## config.mk

```make
export PLATFORM = sky130hd
export DESIGN_NAME = integer_to_radix_digits
export DESIGN_NICKNAME = d
export VERILOG_FILES = /design/src/rtl/itr_pkg.sv /design/src/rtl/itr_front.sv /design/src/rtl/itr_fifo.sv /design/src/rtl/itr_back.sv /design/src/rtl/integer_to_radix_digits.sv
export SDC_FILE = /design/constraint.sdc
export NUM_CORES = 2
export LEC_CHECK = 0
export BUFFER_PORTS_ARGS = -buffer_cell sky130_fd_sc_hd__buf_2
export CAP_MARGIN = 5
export CORE_MARGIN = 2
export CORE_UTILIZATION = 57
export CTS_CLUSTER_SIZE = 16
export DETAILED_ROUTE_END_ITERATION = 10
export PLACE_DENSITY = 0.7
export SLEW_MARGIN = 30
export SYNTH_ARGS = -nofsm -noshare
export SYNTH_HDL_FRONTEND = slang
export SYNTH_SLANG_ARGS = --single-unit
export TNS_END_PERCENT = 10
```

## constraint.sdc

```tcl
create_clock -name clk -period 14.2 [get_ports clk]
set_clock_uncertainty 0.1 [all_clocks]
set_input_delay 2.84 -clock clk [delete_from_list [all_inputs] [get_ports clk]]
set_output_delay 2.84 -clock clk [all_outputs]
set_load 0.03 [all_outputs]
```

## src/rtl/itr_pkg.sv

```systemverilog
// Shared types, constants and symbol helpers for the radix digit converter.
package itr_pkg;

  localparam int MAX_BASE    = 16;
  localparam int MAX_DIGITS  = 32;
  localparam int IDX_W       = $clog2(MAX_DIGITS);
  localparam int CNT_W       = IDX_W + 1;
  localparam int QUEUE_DEPTH = 2;
  localparam int QPTR_W      = $clog2(QUEUE_DEPTH);

  localparam logic [7:0] CHAR_PLUS  = 8'h2B;
  localparam logic [7:0] CHAR_MINUS = 8'h2D;
  localparam logic [7:0] CHAR_SPACE = 8'd32;
  localparam logic [7:0] CHAR_DEL   = 8'd127;

  typedef enum logic [1:0] {
    REG_BASE_LENGTH  = 2'd0,
    REG_SYMBOLS_LOW  = 2'd1,
    REG_SYMBOLS_HIGH = 2'd2
  } itr_reg_e;

  typedef struct packed {
    logic [4:0]  base_length;
    logic [63:0] symbols_low;
    logic [63:0] symbols_high;
  } itr_cfg_t;

  typedef struct packed {
    logic        err;
    logic        neg;
    logic [31:0] mag;
  } itr_item_t;

  function automatic logic [7:0] sym_at(input itr_cfg_t cfg, input logic [3:0] idx);
    logic [127:0] tab;
    tab = {cfg.symbols_high, cfg.symbols_low};
    return tab[{idx, 3'b000} +: 8];
  endfunction

endpackage

```

## src/rtl/itr_front.sv

```systemverilog
// Front end: configuration registers, symbol set check, input capture and classification.
module itr_front (
  input  logic               clk,
  input  logic               rst_n,
  input  logic               start,
  output logic               busy,
  input  logic signed [31:0] in_number,
  input  logic               cfg_valid,
  output logic               cfg_ready,
  input  logic [1:0]         cfg_index,
  input  logic [63:0]        cfg_data,
  output itr_pkg::itr_cfg_t  cfg,
  output logic               push,
  output itr_pkg::itr_item_t push_item,
  input  logic               q_full
);
  import itr_pkg::*;

  itr_cfg_t    cfg_r;
  logic        set_ok_r;
  logic        set_ok_nxt;
  logic        stg_vld_r;
  logic        stg_vld_nxt;
  logic [31:0] stg_num_r;
  logic        accept;
  logic        cfg_we;

  assign cfg_ready = 1'b1;
  assign cfg_we    = cfg_valid && cfg_ready;
  assign cfg       = cfg_r;

  always_ff @(posedge clk) begin
    if (!rst_n) begin
      cfg_r <= '0;
    end else if (cfg_we) begin
      unique case (cfg_index)
        REG_BASE_LENGTH:  cfg_r.base_length  <= cfg_data[4:0];
        REG_SYMBOLS_LOW:  cfg_r.symbols_low  <= cfg_data;
        REG_SYMBOLS_HIGH: cfg_r.symbols_high <= cfg_data;
        default: ;
      endcase
    end
  end

  // symbol set check, all pairs in parallel
  always_comb begin
    logic [7:0] ci;
    logic       act_i;
    set_ok_nxt = (cfg_r.base_length >= 5'd2) && (cfg_r.base_length <= 5'(MAX_BASE));
    for (int i = 0; i < 16; i++) begin
      ci    = sym_at(cfg_r, 4'(i));
      act_i = 5'(i) < cfg_r.base_length;
      if (act_i && (ci == CHAR_PLUS || ci == CHAR_MINUS || ci <= CHAR_SPACE ||
                    ci >= CHAR_DEL)) begin
        set_ok_nxt = 1'b0;
      end
      for (int j = i + 1; j < 16; j++) begin
        if (act_i && (5'(j) < cfg_r.base_length) && (sym_at(cfg_r, 4'(j)) == ci)) begin
          set_ok_nxt = 1'b0;
        end
      end
    end
  end

  always_ff @(posedge clk) begin
    if (!rst_n) begin
      set_ok_r <= 1'b0;
    end else begin
      set_ok_r <= set_ok_nxt;
    end
  end

  assign busy   = stg_vld_r && q_full;
  assign accept = start && !busy;
  assign push   = stg_vld_r && !q_full;

  always_comb begin
    stg_vld_nxt = stg_vld_r;
    if (accept) begin
      stg_vld_nxt = 1'b1;
    end else if (push) begin
      stg_vld_nxt = 1'b0;
    end
  end

  always_ff @(posedge clk) begin
    if (!rst_n) begin
      stg_vld_r <= 1'b0;
    end else begin
      stg_vld_r <= stg_vld_nxt;
    end
  end

  always_ff @(posedge clk) begin
    if (accept) begin
      stg_num_r <= in_number;
    end
  end

  assign push_item.err = !set_ok_r;
  assign push_item.neg = stg_num_r[31];
  assign push_item.mag = stg_num_r[31] ? (32'd0 - stg_num_r) : stg_num_r;

endmodule

```

## src/rtl/itr_fifo.sv

```systemverilog
// Short item queue between the front end and the digit engine.
module itr_fifo (
  input  logic               clk,
  input  logic               rst_n,
  input  logic               push,
  input  itr_pkg::itr_item_t push_item,
  output logic               full,
  input  logic               pop,
  output logic               not_empty,
  output itr_pkg::itr_item_t pop_item
);
  import itr_pkg::*;

  itr_item_t         slot_r [QUEUE_DEPTH];
  logic [QPTR_W-1:0] wr_ptr_r;
  logic [QPTR_W-1:0] rd_ptr_r;
  logic [QPTR_W:0]   cnt_r;
  logic [QPTR_W:0]   cnt_nxt;

  assign full      = cnt_r == (QPTR_W+1)'(QUEUE_DEPTH);
  assign not_empty = cnt_r != '0;
  assign pop_item  = slot_r[rd_ptr_r];

  always_comb begin
    cnt_nxt = cnt_r;
    if (push && !pop) begin
      cnt_nxt = cnt_r + 1'b1;
    end else if (pop && !push) begin
      cnt_nxt = cnt_r - 1'b1;
    end
  end

  always_ff @(posedge clk) begin
    if (!rst_n) begin
      wr_ptr_r <= '0;
      rd_ptr_r <= '0;
      cnt_r    <= '0;
    end else begin
      cnt_r <= cnt_nxt;
      if (push) begin
        wr_ptr_r <= (wr_ptr_r == QPTR_W'(QUEUE_DEPTH - 1)) ? '0 : wr_ptr_r + 1'b1;
      end
      if (pop) begin
        rd_ptr_r <= (rd_ptr_r == QPTR_W'(QUEUE_DEPTH - 1)) ? '0 : rd_ptr_r + 1'b1;
      end
    end
  end

  always_ff @(posedge clk) begin
    if (push) begin
      slot_r[wr_ptr_r] <= push_item;
    end
  end

  a_no_overflow: assert property (@(posedge clk) disable iff (!rst_n) push |-> !full)
    else $error("queue push while full");
  a_no_underflow: assert property (@(posedge clk) disable iff (!rst_n) pop |-> not_empty)
    else $error("queue pop while empty");

endmodule

```

## src/rtl/itr_back.sv

```systemverilog
// Digit engine: chunked long division by the radix, digit stack, byte emission.
module itr_back (
  input  logic               clk,
  input  logic               rst_n,
  input  itr_pkg::itr_cfg_t  cfg,
  input  logic               q_valid,
  input  itr_pkg::itr_item_t q_item,
  output logic               pop,
  output logic               out_valid,
  output logic [7:0]         out_char,
  output logic               out_last,
  output logic               out_base_error
);
  import itr_pkg::*;

  typedef enum logic [3:0] {
    S_IDLE = 4'b0001,
    S_DIV  = 4'b0010,
    S_PREP = 4'b0100,
    S_EMIT = 4'b1000
  } itr_state_t;

  itr_state_t       state_r, state_nxt;
  logic [31:0]      quo_r, quo_nxt;
  logic [3:0]       rem_r, rem_nxt;
  logic [1:0]       step_r, step_nxt;
  logic [CNT_W-1:0] cnt_r, cnt_nxt;
  logic [IDX_W-1:0] ptr_r, ptr_nxt;
  logic             neg_r, neg_nxt;
  logic             ov_r, ov_nxt;
  logic [7:0]       oc_r, oc_nxt;
  logic             ol_r, ol_nxt;
  logic             oe_r, oe_nxt;

  logic [3:0]       stack [MAX_DIGITS];
  logic [3:0]       rd_data_r;
  logic [IDX_W-1:0] rd_addr;
  logic             st_we;
  logic [CNT_W-1:0] cnt_dec;

  logic [4:0]       div_rem;
  logic [7:0]       div_qb;
  logic [4:0]       radix;

  assign radix   = cfg.base_length;
  assign cnt_dec = cnt_r - CNT_W'(1);

  // eight restoring steps per cycle, top byte of the running quotient
  always_comb begin
    div_rem = {1'b0, rem_r};
    div_qb  = '0;
    for (int k = 0; k < 8; k++) begin
      div_rem = {div_rem[3:0], quo_r[31-k]};
      if (div_rem >= radix) begin
        div_rem    = div_rem - radix;
        div_qb[7-k] = 1'b1;
      end
    end
  end

  always_comb begin
    state_nxt = state_r;
    quo_nxt   = quo_r;
    rem_nxt   = rem_r;
    step_nxt  = step_r;
    cnt_nxt   = cnt_r;
    ptr_nxt   = ptr_r;
    neg_nxt   = neg_r;
    ov_nxt    = 1'b0;
    oc_nxt    = oc_r;
    ol_nxt    = ol_r;
    oe_nxt    = oe_r;
    pop       = 1'b0;
    st_we     = 1'b0;
    rd_addr   = ptr_r - 1'b1;
    unique case (state_r)
      S_IDLE: begin
        if (q_valid) begin
          pop = 1'b1;
          if (q_item.err) begin
            ov_nxt = 1'b1;
            oc_nxt = 8'd0;
            ol_nxt = 1'b1;
            oe_nxt = 1'b1;
          end else begin
            quo_nxt   = q_item.mag;
            neg_nxt   = q_item.neg;
            rem_nxt   = '0;
            step_nxt  = '0;
            cnt_nxt   = '0;
            state_nxt = S_DIV;
          end
        end
      end
      S_DIV: begin
        quo_nxt  = {quo_r[23:0], div_qb};
        rem_nxt  = div_rem[3:0];
        step_nxt = step_r + 1'b1;
        if (step_r == 2'd3) begin
          st_we   = 1'b1;
          rem_nxt = '0;
          cnt_nxt = cnt_r + CNT_W'(1);
          if (quo_nxt == '0 || cnt_r == CNT_W'(MAX_DIGITS - 1)) begin
            state_nxt = S_PREP;
          end
        end
      end
      S_PREP: begin
        rd_addr = cnt_dec[IDX_W-1:0];
        ptr_nxt = cnt_dec[IDX_W-1:0];
        if (neg_r) begin
          ov_nxt = 1'b1;
          oc_nxt = CHAR_MINUS;
          ol_nxt = 1'b0;
          oe_nxt = 1'b0;
        end
        state_nxt = S_EMIT;
      end
      S_EMIT: begin
        ov_nxt  = 1'b1;
        oc_nxt  = sym_at(cfg, rd_data_r);
        ol_nxt  = ptr_r == '0;
        oe_nxt  = 1'b0;
        ptr_nxt = ptr_r - 1'b1;
        if (ptr_r == '0) begin
          state_nxt = S_IDLE;
        end
      end
      default: state_nxt = S_IDLE;
    endcase
  end

  always_ff @(posedge clk) begin
    if (!rst_n) begin
      state_r <= S_IDLE;
      cnt_r   <= '0;
      quo_r   <= '0;
      step_r  <= '0;
      ov_r    <= 1'b0;
    end else begin
      state_r <= state_nxt;
      cnt_r   <= cnt_nxt;
      quo_r   <= quo_nxt;
      step_r  <= step_nxt;
      ov_r    <= ov_nxt;
    end
  end

  always_ff @(posedge clk) begin
    rem_r <= rem_nxt;
    ptr_r <= ptr_nxt;
    neg_r <= neg_nxt;
    oc_r  <= oc_nxt;
    ol_r  <= ol_nxt;
    oe_r  <= oe_nxt;
  end

  always_ff @(posedge clk) begin
    if (st_we) begin
      stack[cnt_r[IDX_W-1:0]] <= div_rem[3:0];
    end
    rd_data_r <= stack[rd_addr];
  end

  assign out_valid      = ov_r;
  assign out_char       = oc_r;
  assign out_last       = ol_r;
  assign out_base_error = oe_r;

  a_err_beat: assert property (@(posedge clk) disable iff (!rst_n)
      (out_valid && out_base_error) |-> (out_last && out_char == 8'd0))
    else $error("error beat malformed");
  a_cnt_bound: assert property (@(posedge clk) disable iff (!rst_n)
      cnt_r <= CNT_W'(MAX_DIGITS))
    else $error("digit count overrun");
  a_last_idle: assert property (@(posedge clk) disable iff (!rst_n)
      (state_r == S_EMIT && ptr_r == '0) |=> (state_r == S_IDLE && out_valid && out_last))
    else $error("final digit did not close the number");

endmodule

```

## src/rtl/integer_to_radix_digits.sv

```systemverilog
// Top level of the signed integer to radix digit string converter.
// An item is taken when start is high and busy is low; the symbol set is checked in the
// front end and each number is queued for the digit engine, which divides by the radix
// eight quotient bits per cycle. A valid number gives up to 32 digits in radix 2 and up to
// 10 for decimal; an invalid symbol set gives a single error beat. Output beats appear on
// out_valid for one cycle each and cannot be stalled; the front end accepts new numbers
// while the engine works until its two-entry queue and capture register fill.
module integer_to_radix_digits (
  input  logic               clk,
  input  logic               rst_n,
  input  logic               start,
  output logic               busy,
  input  logic signed [31:0] in_number,
  input  logic               cfg_valid,
  output logic               cfg_ready,
  input  logic [1:0]         cfg_index,
  input  logic [63:0]        cfg_data,
  output logic               out_valid,
  output logic [7:0]         out_char,
  output logic               out_last,
  output logic               out_base_error
);
  import itr_pkg::*;

  itr_cfg_t  cfg;
  itr_item_t push_item;
  itr_item_t pop_item;
  logic      push;
  logic      pop;
  logic      q_full;
  logic      q_valid;

  itr_front u_front (
    .clk       (clk),
    .rst_n     (rst_n),
    .start     (start),
    .busy      (busy),
    .in_number (in_number),
    .cfg_valid (cfg_valid),
    .cfg_ready (cfg_ready),
    .cfg_index (cfg_index),
    .cfg_data  (cfg_data),
    .cfg       (cfg),
    .push      (push),
    .push_item (push_item),
    .q_full    (q_full)
  );

  itr_fifo u_fifo (
    .clk       (clk),
    .rst_n     (rst_n),
    .push      (push),
    .push_item (push_item),
    .full      (q_full),
    .pop       (pop),
    .not_empty (q_valid),
    .pop_item  (pop_item)
  );

  itr_back u_back (
    .clk            (clk),
    .rst_n          (rst_n),
    .cfg            (cfg),
    .q_valid        (q_valid),
    .q_item         (pop_item),
    .pop            (pop),
    .out_valid      (out_valid),
    .out_char       (out_char),
    .out_last       (out_last),
    .out_base_error (out_base_error)
  );

endmodule

```

# == Word-level counts from Yosys, hierarchy flattened ==
# Memory sizes are Yosys's and may differ from the RTL's. A register that Yosys moved wholly into a read port is not among the register bits.
# Cells that the tools add are included.
# op_classes
addsub,17
n_mul,0
n_div,0
order_cmp,58
eq_ne,168
shifts,1
muxes,68
n_bitwise,2
reduce_logical,334
# op_table
operator,count
== test 8 bit,120
logical AND 1 bit,262
"== test 8 x 6 -> 1 bit, second input constant",32
OR reduction 137 bit,1
">= comparator 8 x 7 -> 1 bit, second input constant",16
"<= comparator 8 x 6 -> 1 bit, second input constant",16
variable part select 128 x 8 -> 8 bit,1
2-to-1 mux 32 bit,3
2-to-1 mux 4 bit,16
case mux 32 bit (2 select lines),1
logical OR 1 bit,49
>= comparator 5 bit,8
"less-than comparator 4 x 5 -> 1 bit, first input constant",8
zero test 32 bit,1
"subtractor 1 x 32 -> 32 bit, first input constant",1
subtractor 4 bit,8
2-to-1 mux 1 bit,28
2-to-1 mux 8 bit,3
case mux 8 bit (3 select lines),1
"less-than comparator 3 x 5 -> 1 bit, first input constant",4
2-to-1 mux 6 bit,3
case mux 4 bit (4 select lines),1
case mux 6 bit (2 select lines),1
"less-than comparator 1 x 5 -> 1 bit, first input constant",2
other kinds (33),62
# word_totals
regBits,236
latch_bits,0
ramBits,196
rom_bits,0
wordCells,670
mem_count,2
# memory_table
memory,words,width,read_ports,rd_clocked_by_memory_dff,write_ports,line,rtl
u_back.stack,32,4,1,1,1,itr_back.sv:35,logic [3:0] stack [MAX_DIGITS];
u_fifo.slot_r,2,34,1,1,1,itr_fifo.sv:14,itr_item_t slot_r [QUEUE_DEPTH];

# == Logic depth before layout (Yosys ltp) ==
# depth
ltp_word,21
depth_mapped,54
depth_no_buf,53

# == Cells and area by module ==
# From an unflattened synthesis, not the netlist that was laid out.
# unflattened
hier_cells,3482
area_unflattened_um2,33194.3
# by_module_without_submodules
mod,instances,cells_each,area_per_inst_um2,seq_area_each_um2
itr_front,1,2492,19680.1,3663.5
itr_back,1,862,10840.4,5425.2
itr_fifo,1,128,2673.8,2142.1

# == Least setup slack after synthesis ==
# OpenSTA, ideal clock, no wires.
# synth_path
path_type,register to register
startpoint,register u_front.cfg_r (netlist bit u_front.cfg[129])
endpoint,memory u_back.stack[0][2] (data pin)
arrival_ps,12296
path_slack_ps,1427
path_stages_with_launch,51
n_path_buf,1
cell_sequence,dfxtp_1 inv_1 ha_1 a21o_1 a21o_1 a21o_1 a21oi_1 mux2_2 ha_1 a21o_1 a21o_1 a21oi_1 mux2i_1 ha_1 a21o_1 a21o_1 a21oi_1 mux2i_1 [... 15 more ...] a21o_1 a21o_1 clkbuf_1 mux2_2 inv_1 ha_1 a21o_1 a21o_1 a21o_1 a21o_1 mux2i_1 ha_1 a21o_1 a21o_1 a21o_1 a21oi_1 nor2_1 a21oi_1
# synth_between
elab_chain_len,16
# synth_rtl
item,line,rtl
start: declaration,itr_front.sv:19,itr_cfg_t cfg_r;
subtractor 4 bit or >= comparator 5 bit (tied branches),"itr_back.sv:55, itr_back.sv:54",
2-to-1 mux 4 bit,itr_back.sv:54,if (div_rem >= radix) begin
subtractor 4 bit or >= comparator 5 bit (tied branches),"itr_back.sv:55, itr_back.sv:54",
2-to-1 mux 4 bit,itr_back.sv:54,
subtractor 4 bit or >= comparator 5 bit (tied branches),"itr_back.sv:55, itr_back.sv:54",
2-to-1 mux 4 bit,itr_back.sv:54,
>= comparator 5 bit or subtractor 4 bit (tied branches),"itr_back.sv:54, itr_back.sv:55",
2-to-1 mux 4 bit,itr_back.sv:54,
subtractor 4 bit or >= comparator 5 bit (tied branches),"itr_back.sv:55, itr_back.sv:54",
2-to-1 mux 4 bit,itr_back.sv:54,
subtractor 4 bit or >= comparator 5 bit (tied branches),"itr_back.sv:55, itr_back.sv:54",
2-to-1 mux 4 bit,itr_back.sv:54,
>= comparator 5 bit or subtractor 4 bit (tied branches),"itr_back.sv:54, itr_back.sv:55",
2-to-1 mux 4 bit,itr_back.sv:54,
subtractor 4 bit or >= comparator 5 bit (tied branches),"itr_back.sv:55, itr_back.sv:54",
2-to-1 mux 4 bit *,itr_back.sv:54,
named net u_back.div_rem[2],itr_back.sv:41,logic [4:0] div_rem;
end: declaration,itr_back.sv:35,
# The timed path passes the listed nets; every way through them passes the cells marked *.

# == Worst setup path in the final report ==
# layout_path
startpoint,register u_front.cfg_r (netlist bit u_front.cfg[130])
endpoint,register u_back.rem_r[1] (data pin)
# layout_between
elab_chain_len,18
# layout_rtl
item,line,rtl
subtractor 4 bit or >= comparator 5 bit (tied branches),"itr_back.sv:55, itr_back.sv:54",
2-to-1 mux 4 bit,itr_back.sv:54,
subtractor 4 bit or >= comparator 5 bit (tied branches),"itr_back.sv:55, itr_back.sv:54",
2-to-1 mux 4 bit,itr_back.sv:54,
>= comparator 5 bit or subtractor 4 bit (tied branches),"itr_back.sv:54, itr_back.sv:55",
2-to-1 mux 4 bit,itr_back.sv:54,
subtractor 4 bit or >= comparator 5 bit (tied branches),"itr_back.sv:55, itr_back.sv:54",
2-to-1 mux 4 bit,itr_back.sv:54,
[... 3 more ...],n/a,
2-to-1 mux 4 bit,itr_back.sv:54,
>= comparator 5 bit or subtractor 4 bit (tied branches),"itr_back.sv:54, itr_back.sv:55",
2-to-1 mux 4 bit,itr_back.sv:54,
subtractor 4 bit or >= comparator 5 bit (tied branches),"itr_back.sv:55, itr_back.sv:54",
2-to-1 mux 4 bit *,itr_back.sv:54,
named net u_back.div_rem[1],itr_back.sv:41,
2-to-1 mux 4 bit *,itr_back.sv:99,if (step_r == 2'd3) begin
case mux 4 bit (2 select lines) *,itr_back.sv:76,unique case (state_r)
end signal: assignment,itr_back.sv:150,rem_r <= rem_nxt;
end: declaration,itr_back.sv:25,"logic [3:0] rem_r, rem_nxt;"
# Marks and branches as above.
# A chain may end at the register's enable or synchronous reset.

==> qor.yml <==
synthesis:
  synth_commonest_cells: "xnor2_1, xor2_1, nand2_1"
  post-synth-top-area-cell: "edfxtp_1"
  synthArstFlopShare_pct: 0
  synth.area.top_cells: "edfxtp_1, xnor2_1, dfxtp_1, xor2_1, mux4_2"
  synthXorXnorAreaFrac_pct: 27.0
  synthMuxAreaShare_pct: 7.44
  synth_warnings: 0
  synthFlopType: "edfxtp_1"
  synth-edff-count: 248
  synth_top_family_by_area: "XOR/XNOR gates"
  yosysMostFrequentCell: "xnor2_1"
  syn_avg_cell_area_um2: 9.53
  yosys.area_share.adder_pct: 2.40
  synth_seq_cells: 437
  synth_compound_area_share_pct: 9.66
  yosys.area_share.simple_pct: 14.3
  syn_area_mm2: 0.0327
  syn_nets: 3593
  ys_seq_area_share_pct: 34.3
  synth.distinct_cells: 73
  synth_top_area_share_pct: 22.8
  syn_inst: 3433
global_route:
  grt.overflow.total: 0
  antenna_found_initial: 5
  grt_pass1_vias: 27300
  grt_max_degree: 104
  grt_pass1_wl_um: 172000
  track_usage_pct: 38.1
timing:
  fin_ws_ns: 0.699
  setup_violations: 0
  slew_headroom_pct: 27.7
  worst_pin_slew_ns: 1.08
  hold_violations: 0
  finalCritPeriodShare_pct: 95.1
  slew_violations: 0
  holdWs_ns: 0.374
  period_needed_ns: 13.50
  max_freq_mhz: 74.1
finish:
  postLayoutCellArea_mm2: 0.0357
  nNetsFinal: 3551
  drive_above_1_share_pct: 14.0
  area_growth_syn_to_layout_pct: 9.01
  final_cell_count_no_fill: 4187
critical_path:
  crit_family: "compound AO/OA/AOI/OAI gates"
  critical_path.startpoint: "u_front.cfg[130]"
  crit_top_cell: "a21o_1"
  r2r-end: "u_back.rem_r[1]"
  end_kind: "flop"
  worstPathMaxFanout: 33
  cp_slowest_cell: "mux2_2"
  startpoint_type: "flop"
  worst_r2r_path_depth: 49
  critPathKind: "reg2reg"
  critPathBufInv: 4
  r2r-start: "u_front.cfg[130]"
  critPathMaxStageDelay_ns: 0.63
  arrival_ns: 13.76
  rrSetupSlack_ns: 0.70
  required_ns: 14.46
cts:
  cts.sinks: 437
  cts_tree: "yes"
  postCtsSetupBuffers: 0
  clock_path_buffers: 3
  cts_buffers: 45
  h-tree-depth: 2
  insertion_delay_ns: 0.62
  path_clk_slew_ns: 0.06
  hold_buffers: 0
  cts_root_buf: "clkbuf_16"
place:
  dp.cells: 4097
  detailed_place_hpwl_um: 72700
  place_congestion: 1.06
  port_buffers: 113
  dp_slack_ns: 0.710
  place_area_mm2: 0.0341
die:
  fp-row-count: 87
  dieArea_mm2: 0.0593
  placeableCoreArea_mm2: 0.0566
  fp.dieW_um: 244
  initial_core_util_pct: 57.8
  die_y_um: 244
  top_level_ports: 115
pwr:
  powerDensity_mw_per_mm2: 165
  ir_drop_uv: 510
  total_power_mw: 5.90
  p_leak_nw: 13.3
route:
  vias: 27800
  drtPass1Iterations: 6
  drt-initial-drc-count: 3683
  viasPerCell: 6.64
  ant_nets: 0
  drc_errors: 0
  wl_um: 115000
  wl_per_cell_um: 27.4
min_path:
  holdCritStartpoint: "u_front.cfg[43]"
  worstHoldEndpoint: "u_front.cfg[43]"
  hold_depth: 2
  holdCritPathClass: "reg2reg"
status:
  status: "complete, no violations"
flow_run:
  cap_violations: 0
stage by stage:
stage | setup TNS [ns] | util [%]
final | 0 | 63.0
after global routing | -0.0164 | 63.0
after CTS | 0 | 62.8
after detailed placement | 0 | 60.2
after global placement | 0 | 60.1
after floorplan | 0 | -
flip-flops by register name, indices dropped and copies added (netlist names), 2 cells and up, named ones only:
name and flops:
u_back.stack 128, u_back.step_r 2, u_back.rd_data_r 4, u_back.rem_r 4
u_fifo.cnt_r 2, u_front.stg_num_r 32, u_back.cnt_r 6, u_back.quo_r 32
u_back.out_char 8, u_back.ptr_r 5, u_back.state_r 4, u_fifo.slot_r 68
u_front.cfg 133
cells in the final DEF, fill, tap and decap left out, types with 16 or more instances in the layout:
cell	n
nor4_1	103
mux2i_1	50
nor2b_1	42
nand3_1	31
a31oi_1	32
edfxtp_1	248
o31ai_1	27
a21o_1	37
xnor2_1	658
nand4_1	170
nand2_1	321
a21boi_0	131
a21oi_1	53
a221oi_1	28
clkbuf_16	46
nor3_1	48
ha_1	50
nand2b_1	16
buf_4	149
o21ai_0	37
o22ai_1	16
inv_1	54
dfxtp_1	179
buf_2	112
mux2_2	25
mux4_2	72
nor2_1	124
xor2_1	352
how the worst max path moves through the flow:
stage | endpoint | slack, ns | cells past startpoint
2_1_floorplan | u_back.stack[0][2] | 1.43 | 50
3_3_place_gp | u_back.stack[16][2] | 1.15 | 49
3_5_place_dp | u_back.stack[19][2] | 0.71 | 49
4_1_cts | u_back.stack[0][2] | 0.69 | 49
5_1_grt | u_back.rem_r[1] | -0.02 | 49
6_report | u_back.rem_r[1] | 0.70 | 49
routing by layer:
layer	wire [µm]	track usage, %	vias to the layer above
li1	-	-	11900
met1	44500	50.2	13500
met2	47800	55.2	1933
met3	15600	13.7	542
met4	6800	19.4	4
met5	64	0.654	-
cell families (layout without fill, tap and decap cells):
group	count (synthesis)	in the layout
xor gates and xnor gates	1010	1010
DFF	437	437
and+or+nand+nor	924	924
buffers and inverters	409	403
AOI/OAI and AO/OA	444	445
adders and majority gates	58	58
muxes	150	150
other	1	4
tightest hold or removal path, cell delays in order (launching register included):
cell and delay, ns:
dfxtp_1 0.31, nand2_1 0.05, a21boi_0 0.07
where the power goes:
part / total, mW / switching [mW] / internal (mW)
Clock: 1.21 / 0.529 / 0.685
Combinational: 2.40 / 1.68 / 0.714
Sequential: 2.29 / 0.0400 / 2.25
timing repair:
| action | CTS | global route |
|---|---|---|
| setup endpoints to repair | 0 | 33 |
| gates resized for setup | 0 | 3 |
| endpoints found under the hold margin | 0 | 0 |
final cells by class:
| cell class | instances | area (µm²) |
|---|---|---|
| Inverter | 56 | 210 |
| Antenna cell | 3 | 7.51 |
| Tap cell | 756 | 946 |
| Sequential cell | 437 | 11200 |
| Multi-Input combinational cell | 2588 | 20000 |
| Timing Repair Buffer | 263 | 1720 |
| Clock inverter | 23 | 254 |
| Fill cell | 4664 | 20900 |
| Clock buffer | 61 | 1260 |
Power figures use the tool's default switching activity.
